`src/evest_pkg.sv`:
```
// Shared constants for the encoder velocity estimator.
`default_nettype none
package evest_pkg;

  // Parameter defaults
  localparam int COUNT_W_DEF = 32;
  localparam int TIME_W_DEF  = 32;

  // Field widths
  localparam int OUT_W  = 48;
  localparam int PPR_W  = 16;
  localparam int U_W    = 25;   // angle units per revolution, Q16
  localparam int US_W   = 20;   // width of one million
  localparam int LO_W   = 29;   // split point of the scaled delta
  localparam int ADDR_W = 4;
  localparam int DATA_W = 32;

  // Angle units per revolution in Q16
  localparam logic [U_W-1:0]  DEG_PER_REV_Q16 = 25'd23592960;
  localparam logic [U_W-1:0]  RAD_PER_REV_Q16 = 25'd411775;
  localparam logic [US_W-1:0] US_PER_SECOND   = 20'd1000000;

  // Saturation limits
  localparam logic [OUT_W-1:0] VEL_MAX = {1'b0, {(OUT_W-1){1'b1}}};
  localparam logic [OUT_W-1:0] VEL_MIN = {1'b1, {(OUT_W-1){1'b0}}};

  // Item modes
  localparam logic [1:0] MODE_UPDATE = 2'd0;
  localparam logic [1:0] MODE_ZERO   = 2'd1;
  localparam logic [1:0] MODE_PRESET = 2'd2;

  // Register indexes
  localparam logic [1:0] REG_USE_DEGREES   = 2'd0;
  localparam logic [1:0] REG_PULSES_PER_REV = 2'd1;
  localparam logic [1:0] REG_STALL_TIMEOUT = 2'd2;

  // Register reset values
  localparam logic [PPR_W-1:0] PPR_RESET   = 16'd2400;
  localparam logic [31:0]      STALL_RESET = 32'd100000;

endpackage
`default_nettype wire

```
`src/encoder_velocity_estimator.sv`:
```
// Encoder velocity estimator: period-based shaft speed from counts and timestamps.
//
// Input channel (in_valid_i/in_ready_o) carries one sample per transfer: a mode,
// the encoder count, a microsecond timestamp and a preset count. Output channel
// (out_valid_o/out_ready_i) returns one result per sample: Q31.16 velocity in
// degrees or radians per second, saturated to 48 bits, and a moved flag.
// Configuration goes through an APB-style port: angle unit select at 0x0,
// counts per revolution at 0x4, stall timeout at 0x8. pready is tied high.
// Zero, preset and unknown modes, a zero count delta and a stall go from idle
// straight to the done state, which fills the output register once it is free.
// Any other update runs one shared multiplier over four steps (delta*unit, two
// halves of *1e6, pulses*dt), then a restoring divider that yields one quotient
// bit per cycle for all 48 quotient bits, then a rounding step. A zero divisor or
// a quotient past 48 bits skips the divider and saturates. in_ready_o is high only
// while the sequencer is idle, so one sample is in work at a time.
// A finished result sits in the output register; the next sample is taken
// while it waits, and its own result waits in the sequencer until the output
// register is free. Reset clears the marks, the held velocity and both
// channels, and restores the register defaults.
`default_nettype none
module encoder_velocity_estimator #(
  parameter int COUNT_WIDTH = evest_pkg::COUNT_W_DEF,
  parameter int TIME_WIDTH  = evest_pkg::TIME_W_DEF
) (
  input  logic                                clk_i,
  input  logic                                rst_ni,
  // input samples
  input  logic                                in_valid_i,
  output logic                                in_ready_o,
  input  logic [1:0]                          mode_i,
  input  logic signed [31:0]                  position_count_i,
  input  logic [31:0]                         timestamp_us_i,
  input  logic signed [31:0]                  preset_count_i,
  // results
  output logic                                out_valid_o,
  input  logic                                out_ready_i,
  output logic signed [evest_pkg::OUT_W-1:0]  velocity_q16_o,
  output logic                                moved_o,
  // configuration
  input  logic                                psel,
  input  logic                                penable,
  input  logic                                pwrite,
  input  logic [evest_pkg::ADDR_W-1:0]        paddr,
  input  logic [evest_pkg::DATA_W-1:0]        pwdata,
  output logic [evest_pkg::DATA_W-1:0]        prdata,
  output logic                                pready
);
  import evest_pkg::*;

  localparam int MAG_W = COUNT_WIDTH + 1;
  localparam int MA_W  = (MAG_W > LO_W) ? MAG_W : LO_W;
  localparam int MB_W  = (TIME_WIDTH > U_W) ? TIME_WIDTH : U_W;
  localparam int PW    = MA_W + MB_W;
  localparam int AW    = MAG_W + U_W;           // delta * unit
  localparam int HI_W  = AW - LO_W;
  localparam int NW    = AW + US_W;             // full numerator
  localparam int NH_W  = NW - OUT_W;            // numerator bits above the quotient
  localparam int DW    = PPR_W + TIME_WIDTH;    // denominator
  localparam int CNT_W = $clog2(OUT_W);

  typedef enum logic [3:0] {
    S_IDLE, S_MA, S_ML, S_MH, S_MD, S_CMP, S_DIV, S_RND, S_DONE
  } state_e;

  // ---------------- configuration registers ----------------
  logic             use_deg_q;
  logic [PPR_W-1:0] ppr_q;
  logic [31:0]      stall_q;
  logic             cfg_wr;
  logic [1:0]       cfg_idx;

  assign pready  = 1'b1;
  assign cfg_wr  = psel & penable & pwrite;
  assign cfg_idx = paddr[ADDR_W-1:2];

  always_ff @(posedge clk_i or negedge rst_ni) begin
    if (!rst_ni) begin
      use_deg_q <= 1'b1;
      ppr_q     <= PPR_RESET;
      stall_q   <= STALL_RESET;
    end else if (cfg_wr) begin
      unique case (cfg_idx)
        REG_USE_DEGREES:    use_deg_q <= pwdata[0];
        REG_PULSES_PER_REV: ppr_q     <= pwdata[PPR_W-1:0];
        REG_STALL_TIMEOUT:  stall_q   <= pwdata;
        default: ;
      endcase
    end
  end

  always_comb begin
    unique case (cfg_idx)
      REG_USE_DEGREES:    prdata = {{(DATA_W-1){1'b0}}, use_deg_q};
      REG_PULSES_PER_REV: prdata = {{(DATA_W-PPR_W){1'b0}}, ppr_q};
      REG_STALL_TIMEOUT:  prdata = stall_q;
      default:            prdata = '0;
    endcase
  end

  // ---------------- state ----------------
  state_e                        state_q;
  logic signed [COUNT_WIDTH-1:0] last_cnt_q, prev_cnt_q;
  logic [TIME_WIDTH-1:0]         last_t_q, prev_t_q;
  logic [OUT_W-1:0]              hold_q;

  // working registers
  logic [MAG_W-1:0]  mag_q;
  logic              neg_q;
  logic              moved_q;
  logic [TIME_WIDTH-1:0] dt_q;
  logic [PW-1:0]     prod_q;
  logic [AW-1:0]     a_q;
  logic [NW-1:0]     num_q;
  logic [DW-1:0]     den_q;
  logic [DW-1:0]     rem_q;
  logic [OUT_W-1:0]  quo_q;       // low numerator bits shift out, quotient bits in
  logic [CNT_W-1:0]  cnt_q;
  logic [OUT_W-1:0]  res_q;

  // output register
  logic              ovalid_q;
  logic [OUT_W-1:0]  ovel_q;
  logic              omoved_q;

  assign in_ready_o     = (state_q == S_IDLE);
  assign out_valid_o    = ovalid_q;
  assign velocity_q16_o = ovel_q;
  assign moved_o        = omoved_q;

  // ---------------- sample decode ----------------
  logic signed [COUNT_WIDTH-1:0] cur_cnt, pre_cnt;
  logic [TIME_WIDTH-1:0]         now_t, dt1, dt2;
  logic                          cnt_moved, stalled;
  logic signed [MAG_W-1:0]       delta;
  logic [MAG_W-1:0]              delta_mag;

  assign cur_cnt   = position_count_i[COUNT_WIDTH-1:0];
  assign pre_cnt   = preset_count_i[COUNT_WIDTH-1:0];
  assign now_t     = timestamp_us_i[TIME_WIDTH-1:0];
  assign dt1       = now_t - last_t_q;
  assign dt2       = now_t - prev_t_q;
  assign cnt_moved = (cur_cnt != last_cnt_q);
  assign stalled   = !cnt_moved && (32'(dt1) > stall_q);
  assign delta     = cnt_moved ? (MAG_W'(cur_cnt) - MAG_W'(last_cnt_q))
                               : (MAG_W'(cur_cnt) - MAG_W'(prev_cnt_q));
  assign delta_mag = delta[MAG_W-1] ? MAG_W'(-delta) : MAG_W'(delta);

  // ---------------- shared multiplier ----------------
  logic [MA_W-1:0] mul_a;
  logic [MB_W-1:0] mul_b;
  logic [PW-1:0]   mul_p;

  always_comb begin
    mul_a = '0;
    mul_b = '0;
    unique case (state_q)
      S_MA: begin
        mul_a = MA_W'(mag_q);
        mul_b = MB_W'(use_deg_q ? DEG_PER_REV_Q16 : RAD_PER_REV_Q16);
      end
      S_ML: begin
        mul_a = MA_W'(prod_q[LO_W-1:0]);
        mul_b = MB_W'(US_PER_SECOND);
      end
      S_MH: begin
        mul_a = MA_W'(a_q[AW-1:LO_W]);
        mul_b = MB_W'(US_PER_SECOND);
      end
      S_MD: begin
        mul_a = MA_W'(ppr_q);
        mul_b = MB_W'(dt_q);
      end
      default: ;
    endcase
  end

  assign mul_p = PW'(mul_a) * PW'(mul_b);

  // ---------------- divider step and rounding ----------------
  logic [DW-1:0]    den_w;
  logic [NH_W-1:0]  num_hi;
  logic [DW:0]      rem_sh;
  logic             rem_ge;
  logic [DW:0]      rem_sub;
  logic             rnd_up;
  logic [OUT_W:0]   q_rnd;
  logic             q_ovf;
  logic [OUT_W-1:0] sat_val;
  logic             out_free;

  assign den_w   = prod_q[DW-1:0];
  assign num_hi  = num_q[NW-1:OUT_W];
  assign rem_sh  = {rem_q, quo_q[OUT_W-1]};
  assign rem_ge  = rem_sh >= {1'b0, den_q};
  assign rem_sub = rem_sh - {1'b0, den_q};
  assign rnd_up  = {rem_q, 1'b0} >= {1'b0, den_q};
  assign q_rnd   = {1'b0, quo_q} + (OUT_W+1)'(rnd_up);
  // magnitude limit: 2^47-1 toward plus, 2^47 toward minus
  assign q_ovf   = neg_q ? (q_rnd > {2'b01, {(OUT_W-1){1'b0}}})
                         : (q_rnd > {2'b00, {(OUT_W-1){1'b1}}});
  assign sat_val = neg_q ? VEL_MIN : VEL_MAX;
  assign out_free = !ovalid_q || out_ready_i;

  // ---------------- sequencer ----------------
  always_ff @(posedge clk_i or negedge rst_ni) begin
    if (!rst_ni) begin
      state_q    <= S_IDLE;
      last_cnt_q <= '0;
      prev_cnt_q <= '0;
      last_t_q   <= '0;
      prev_t_q   <= '0;
      hold_q     <= '0;
      ovalid_q   <= 1'b0;
      ovel_q     <= '0;
      omoved_q   <= 1'b0;
      mag_q      <= '0;
      neg_q      <= 1'b0;
      moved_q    <= 1'b0;
      dt_q       <= '0;
      prod_q     <= '0;
      a_q        <= '0;
      num_q      <= '0;
      den_q      <= '0;
      rem_q      <= '0;
      quo_q      <= '0;
      cnt_q      <= '0;
      res_q      <= '0;
    end else begin
      // in S_DONE the output register is refilled instead
      if (ovalid_q && out_ready_i && (state_q != S_DONE)) ovalid_q <= 1'b0;

      unique case (state_q)
        S_IDLE: begin
          if (in_valid_i) begin
            case (mode_i)
              MODE_UPDATE: begin
                moved_q <= cnt_moved;
                neg_q   <= delta[MAG_W-1];
                mag_q   <= delta_mag;
                dt_q    <= cnt_moved ? dt1 : dt2;
                if (cnt_moved) begin
                  prev_t_q   <= last_t_q;
                  last_t_q   <= now_t;
                  prev_cnt_q <= last_cnt_q;
                  last_cnt_q <= cur_cnt;
                end
                if (stalled || delta_mag == '0) begin
                  res_q   <= '0;
                  state_q <= S_DONE;
                end else begin
                  res_q   <= hold_q;
                  state_q <= S_MA;
                end
              end
              MODE_ZERO: begin
                moved_q    <= 1'b0;
                last_cnt_q <= '0;
                prev_cnt_q <= '0;
                res_q      <= '0;
                state_q    <= S_DONE;
              end
              MODE_PRESET: begin
                moved_q    <= 1'b0;
                last_cnt_q <= pre_cnt;
                prev_cnt_q <= pre_cnt;
                res_q      <= hold_q;
                state_q    <= S_DONE;
              end
              default: begin  // unknown mode: report the held velocity
                moved_q <= 1'b0;
                res_q   <= hold_q;
                state_q <= S_DONE;
              end
            endcase
          end
        end
        S_MA: begin
          prod_q  <= mul_p;
          state_q <= S_ML;
        end
        S_ML: begin
          a_q     <= prod_q[AW-1:0];
          prod_q  <= mul_p;
          state_q <= S_MH;
        end
        S_MH: begin
          num_q   <= NW'(prod_q[LO_W+US_W-1:0]);
          prod_q  <= mul_p;
          state_q <= S_MD;
        end
        S_MD: begin
          num_q   <= num_q + (NW'(prod_q[HI_W+US_W-1:0]) << LO_W);
          prod_q  <= mul_p;
          state_q <= S_CMP;
        end
        S_CMP: begin
          den_q <= den_w;
          rem_q <= DW'(num_hi);
          quo_q <= num_q[OUT_W-1:0];
          cnt_q <= '0;
          // zero divisor, or quotient already past 48 bits
          if (den_w == '0 || {{(DW-NH_W){1'b0}}, num_hi} >= den_w) begin
            res_q   <= sat_val;
            state_q <= S_DONE;
          end else begin
            state_q <= S_DIV;
          end
        end
        S_DIV: begin
          rem_q <= rem_ge ? rem_sub[DW-1:0] : rem_sh[DW-1:0];
          quo_q <= {quo_q[OUT_W-2:0], rem_ge};
          cnt_q <= cnt_q + 1'b1;
          if (cnt_q == CNT_W'(OUT_W-1)) state_q <= S_RND;
        end
        S_RND: begin
          if (q_ovf) res_q <= sat_val;
          else res_q <= neg_q ? OUT_W'(-q_rnd) : q_rnd[OUT_W-1:0];
          state_q <= S_DONE;
        end
        S_DONE: begin
          if (out_free) begin
            ovalid_q <= 1'b1;
            ovel_q   <= res_q;
            omoved_q <= moved_q;
            hold_q   <= res_q;
            state_q  <= S_IDLE;
          end
        end
        default: state_q <= S_IDLE;
      endcase
    end
  end

endmodule
`default_nettype wire

```
`config.mk`:
```
export PLATFORM = sky130hd
export DESIGN_NAME = encoder_velocity_estimator
export DESIGN_NICKNAME = d
export VERILOG_FILES = /design/src/evest_pkg.sv /design/src/encoder_velocity_estimator.sv
export SDC_FILE = /design/constraint.sdc
export NUM_CORES = 2
export LEC_CHECK = 0
export BUFFER_PORTS_ARGS = -buffer_cell sky130_fd_sc_hd__buf_2
export CORE_ASPECT_RATIO = 0.7
export CORE_UTILIZATION = 25
export CTS_CLUSTER_SIZE = 28
export DETAILED_ROUTE_END_ITERATION = 10
export PLACE_DENSITY = 0.42
export REMOVE_ABC_BUFFERS = 1
export SYNTH_ARGS = -nofsm -noshare
export SYNTH_HDL_FRONTEND = slang
export SYNTH_SLANG_ARGS = --single-unit
```
`constraint.sdc`:
```
create_clock -name clk_i -period 13.65 [get_ports clk_i]
set_input_delay 2.73 -clock clk_i [delete_from_list [all_inputs] [get_ports clk_i]]
set_output_delay 2.73 -clock clk_i [all_outputs]
set_load 0.02 [all_outputs]
```
### Word-level counts from Yosys, hierarchy flattened

Index checks and enable logic that the tools add are counted.

* add/subtract/negate cells: 10
* $mul: 1
* magnitude comparators: 6
* equal/unequal tests: 20
* multiplexer cells: 36
* bitwise gates (word level): 2
* reductions and logical operators: 29

Operators with widths (count)
* $pmux 32 s3: 4
* $mux 48: 7
* $pmux 48 s2: 3
* $pmux 78 s2: 1
* $pmux 48 s3: 1
* $pmux 33 s4: 1
* $ge 49x48->1: 2
* $mux 32: 3
* $add 78x78->78: 1
* $mux 33: 2
* $sub 32x32->33: 2
* $sub 32x32->32: 2
* $mul 33x32->58: 1
* $add 48x1->49: 1
* $gt 49x47->1 const B: 1
* $gt 49x48->1 const B: 1
* $ge 30x48->1: 1
* $logic_not 48->1: 1
* $neg 48->48: 1
* $sub 48x48->48: 1
* $pmux 4 s9: 1
* $logic_not 33->1: 1
* $neg 33->33: 1
* $gt 32x32->1: 1
* 28 further kinds: 63

* register bits: 690
* bits of input ports: 141
* output and inout port bits: 84
* logic and storage cells: 127

### Logic depth before layout (Yosys ltp)

* depth in word-level cells: 10
* depth in mapped cells: 42

### Worst setup path after synthesis

Ideal clock, no wire load.

* kind: register to register
* start point: register state_q[3]
* end point: register prod_q[57]
* setup time: 0.138 ns
* data arrival time: 9.735 ns
* data required time: 13.512 ns
* setup slack: 3.777 ns
* stages on the path, launching flop included: 39
* buffers on the path: 6
* clock period less this slack: 9.873 ns
* cell sequence: dfrtp_1 clkbuf_1 nand2b_1 nor3_1 clkbuf_1 buf_1 clkbuf_1 buf_1 buf_1 nand3_1 fa_1 inv_1 fa_1 fa_1 inv_1 fa_1 inv_1 ha_1 [3 not listed] fa_1 inv_1 ha_1 and4_1 a221oi_1 o21ai_0 o21ai_0 a21oi_1 o21ai_0 a211o_1 a21oi_1 o31ai_1 o21ai_0 o31ai_1 a21oi_1 a21oi_1 xnor2_1 o21ai_0

* longest elaborated chain between the ends: 4
* elaborated cells between the ends (all ways): 9

RTL lines
* start: declaration: line encoder_velocity_estimator.sv:101 `state_e state_q;`
* start signal: assignment: line encoder_velocity_estimator.sv:207 `state_q <= S_IDLE;`
* start signal: assignment: line encoder_velocity_estimator.sv:249 `state_q <= S_DONE;`
* start signal: assignment: line encoder_velocity_estimator.sv:252 `state_q <= S_MA;`
* $eq 4x2->1: line encoder_velocity_estimator.sv:156, encoder_velocity_estimator.sv:232
* $reduce_or 2->1 (no line)
* $pmux 32 s3: line encoder_velocity_estimator.sv:156 `unique case (state_q)`
* $mul 33x32->58: line encoder_velocity_estimator.sv:177 `assign mul_p = PW'(mul_a) * PW'(mul_b);`
* end signal: assignment: line encoder_velocity_estimator.sv:278 `prod_q <= mul_p;`
* end signal: assignment: line encoder_velocity_estimator.sv:283 `prod_q <= mul_p;`
* end signal: assignment: line encoder_velocity_estimator.sv:288 `prod_q <= mul_p;`
* end: declaration: line encoder_velocity_estimator.sv:111 `logic [PW-1:0] prod_q;`

Parallel ways exist; a longest one is shown, timed or not.
A chain may end at the register's enable or synchronous reset.

### Final worst setup path

Same ends and word-level chain as after synthesis.

==> impl_metrics.env <==
export IMPL_vias_per_cell=4.76
export IMPL_antenna_found_initial=25
export IMPL_grt_met3_usage_pct=3.75
export IMPL_rsz0062_at_grt="no"
export IMPL_critPathCaptureType="flop"
export IMPL_cp_slowest_cell="fa_1"
export IMPL_finish_utilization_pct=28.4
export IMPL_ant_nets=0
export IMPL_cts_buffer_depth=3
export IMPL_top_usage_layer="met1"
export IMPL_fin_ws_ns=2.20
export IMPL_worst_pin_slew_ns=1.29
export IMPL_nets=10800
export IMPL_hp_class="reg2reg"
export IMPL_drt_iter0_drc=5617
export IMPL_dieArea_sq_um=307000
export IMPL_timing_fmax_ghz=0.0874
export IMPL_core_area_sq_um=303000
export IMPL_synth_compound_area_share_pct=14.4
export IMPL_met2_usage_pct=26.7
export IMPL_timing_final_crit_share_pct=83.9
export IMPL_timing_worst_setup_path_type="reg2reg"
export IMPL_yosysWarnings=0
export IMPL_cts_tree="yes"
export IMPL_drc=0
export IMPL_area_growth_pct=12.8
export IMPL_place_hpwl_um=227000
export IMPL_clock_skew_ns=0.0595
export IMPL_ctsHoldBuffers=0
export IMPL_initial_utilization_pct=25.2
export IMPL_synth_top_area_share_pct=24.0
export IMPL_synth_simple_area_share_pct=16.0
export IMPL_cap_violations=0
export IMPL_clkLatencyLatePin_ns=0.76
export IMPL_place_congestion=0.895
export IMPL_setup_tns_ns=0
export IMPL_slew_headroom_pct=13.6
export IMPL_yosysUniqueCellTypes=98
export IMPL_path_max_fanout=28
export IMPL_place_ws_ns=2.31
export IMPL_root_buffer="clkbuf_16"
export IMPL_grt_usage_pct=18.3
export IMPL_synth_top_family_by_area="adder cells"
export IMPL_cts_sinks=661
export IMPL_async_flop_share_pct=100
export IMPL_cts_setup_buffers=0
export IMPL_synthAdderAreaFrac_pct=32.4
export IMPL_yosysSeqAreaShare_pct=21.7
export IMPL_grt_pass1_wl_um=422000
export IMPL_port_buffers=221
export IMPL_finalSetupViolCount=0
export IMPL_synth_xor_area_share_pct=3.99
export IMPL_outcome="complete, no violations"
export IMPL_critical_path_max_stage_delay_ns=0.59
export IMPL_cts_buffers=82
export IMPL_critPathRequiredTime_ns=14.28
export IMPL_slew_viol_final=0
export IMPL_wl_um=281000
export IMPL_crit_top_cell="fa_1"
export IMPL_drive_above_1_share_pct=7.99
export IMPL_synth_area_leaders="fa_1, dfrtp_1, ha_1"
export IMPL_start_kind="flop"
export IMPL_grt_overflow_total=0
export IMPL_hold_viol_final=0
export IMPL_synth_ff_type="dfrtp_1"
export IMPL_synth_top_area_cell="fa_1"
export IMPL_clk_pin_slew_ns=0.07
export IMPL_rows=169
export IMPL_die_h_um=464
export IMPL_dieWidth_um=662
export IMPL_drt_pre_antenna_iters=7
export IMPL_timing_final_crit_period_ns=11.45
export IMPL_grt_util_met1_pct=27.8
export IMPL_cp_arrival_ns=12.08
export IMPL_netlist_area_sq_um=76300
export IMPL_synth_cells=8948
export IMPL_syn_area_per_cell_sq_um=8.52
export IMPL_ys_ff_latch=661
export IMPL_via_count=63400
export IMPL_grt_max_degree=132
export IMPL_cts_resized=0
export IMPL_grt_pass1_vias=64000
export IMPL_io_pins=225
export IMPL_wl_per_cell_um=21.1
export IMPL_synthMuxAreaShare_pct=2.36
export IMPL_synth_edf_count=0
export IMPL_htree_levels=3
==> cell usage in the layout (no fill, tap or decap), drive strengths merged, types with 146 or more instances in the layout <==
| cell type | instances |
|---|---|
| nor2 | 666 |
| conb | 236 |
| a21oi | 438 |
| ha | 511 |
| xor2 | 146 |
| dfrtp | 650 |
| buf | 383 |
| inv | 1418 |
| nand2 | 1180 |
| xnor2 | 201 |
| nand3 | 189 |
| o21ai | 573 |
| fa | 913 |
==> flip-flops by register name, summed over array words and instances (netlist names), 33 cells and up <==
signal	cells
quo_q	48
den_q	48
res_q	48
velocity_q16_o	48
prod_q	58
rem_q	48
num_q	78
mag_q	33
==> through the flow <==
step | instances | hold slack (ns) | area [sq um]
2_1_floorplan | 8748 | 0.442 | 75500
3_3_place_gp | 13100 | 0.458 | 83100
3_5_place_dp | 13100 | 0.462 | 83100
4_1_cts | 13300 | 0.477 | 86000
5_1_grt | 13300 | 0.491 | 86000
6_report | 13300 | 0.475 | 86000
==> final cells by class <==
class | instances | area, sq um
fill | 32700 | 217000
multi-input combinational | 6672 | 53800
antenna | 10 | 25.0
clock buffer | 112 | 2370
clock inverter | 38 | 596
sequential | 661 | 16600
tap | 4018 | 5030
inverter | 1415 | 5310
timing repair buffer | 383 | 2370
==> worst paths after layout <==
| path | startpoint | end | slack [ns] | depth (start not counted) |
|---|---|---|---|---|
| max | state_q[3]$_DFFE_PN0P_ | prod_q[57]$_DFFE_PN0N_ | 2.20 | 37 |
| min | last_t_q[4]$_DFFE_PN0P_ | prev_t_q[4]$_DFFE_PN0P_ | 0.47 | 2 |
| max reg2reg | state_q[3]$_DFFE_PN0P_ | prod_q[57]$_DFFE_PN0N_ | 2.20 | 37 |
| min reg2reg | last_t_q[4]$_DFFE_PN0P_ | prev_t_q[4]$_DFFE_PN0P_ | 0.47 | 2 |
| max in group asynchronous | rst_ni | a_q[55]$_DFFE_PN0P_ | 9.06 | 4 |
| min in group asynchronous | rst_ni | prod_q[4]$_DFFE_PN0N_ | 1.95 | 1 |
==> cells in the mapped netlist, types with 9 or more instances <==
library cell  count
nor3_1          111
nand4_1         125
buf_2            28
buf_1            36
a21o_1          138
nor2_1          666
nor4_1           33
a222oi_1         16
inv_1          1414
a22oi_1          89
fa_1            913
a21boi_0         10
o2111ai_1         9
o311ai_0          9
clkbuf_1        367
dfrtp_1         650
nand2b_1         88
a22o_1           21
a31oi_1         135
or4_1             9
o211ai_1         33
o31ai_1          25
ha_1            511
and2_1           78
o21bai_1         34
nor2b_1          62
nand3_1         189
o21a_1           46
a2111oi_0         9
o21ai_0         570
a211oi_1         73
nand2_1        1180
or3_1            36
or2_2            26
a211o_1          18
a21oi_1         438
xnor2_1         201
mux2i_1          40
and3_1           69
mux2_2          119
nor3b_1          12
dfstp_2          11
xor2_1          146
==> worst max-delay path: cells and delay by family, from the launching register on <==
family,cells,cell delay (ns)
adder cells (fa/ha/maj),9,4.42
flip-flops,1,0.52
buffers and inverters,8,1.30
XOR/XNOR,1,0.12
AND/OR/NAND/NOR,8,2.45
AO/OA/AOI/OAI,11,2.48
==> metal layers <==
metal / vias to the layer above / part of all wire (%)
li1: 29600 / -
met1: 31900 / 50
met2: 1666 / 41
met3: 239 / 7.1
met4: 16 / 1.8
met5: - / 0.036
==> cells by family (layout without fill, tap and decap cells) <==
family	count (synthesis)	count (layout)
compound gates	1778	1778
xor+xnor	347	347
fa+ha+maj	1424	1424
buf+inv	1849	1948
flops	661	661
mux	162	162
other cells	2	246
simple gates	2725	2725
Power is left out: the tool's default activity adds up to more than one toggle a clock period on the data nets, which glitch-free logic cannot reach.
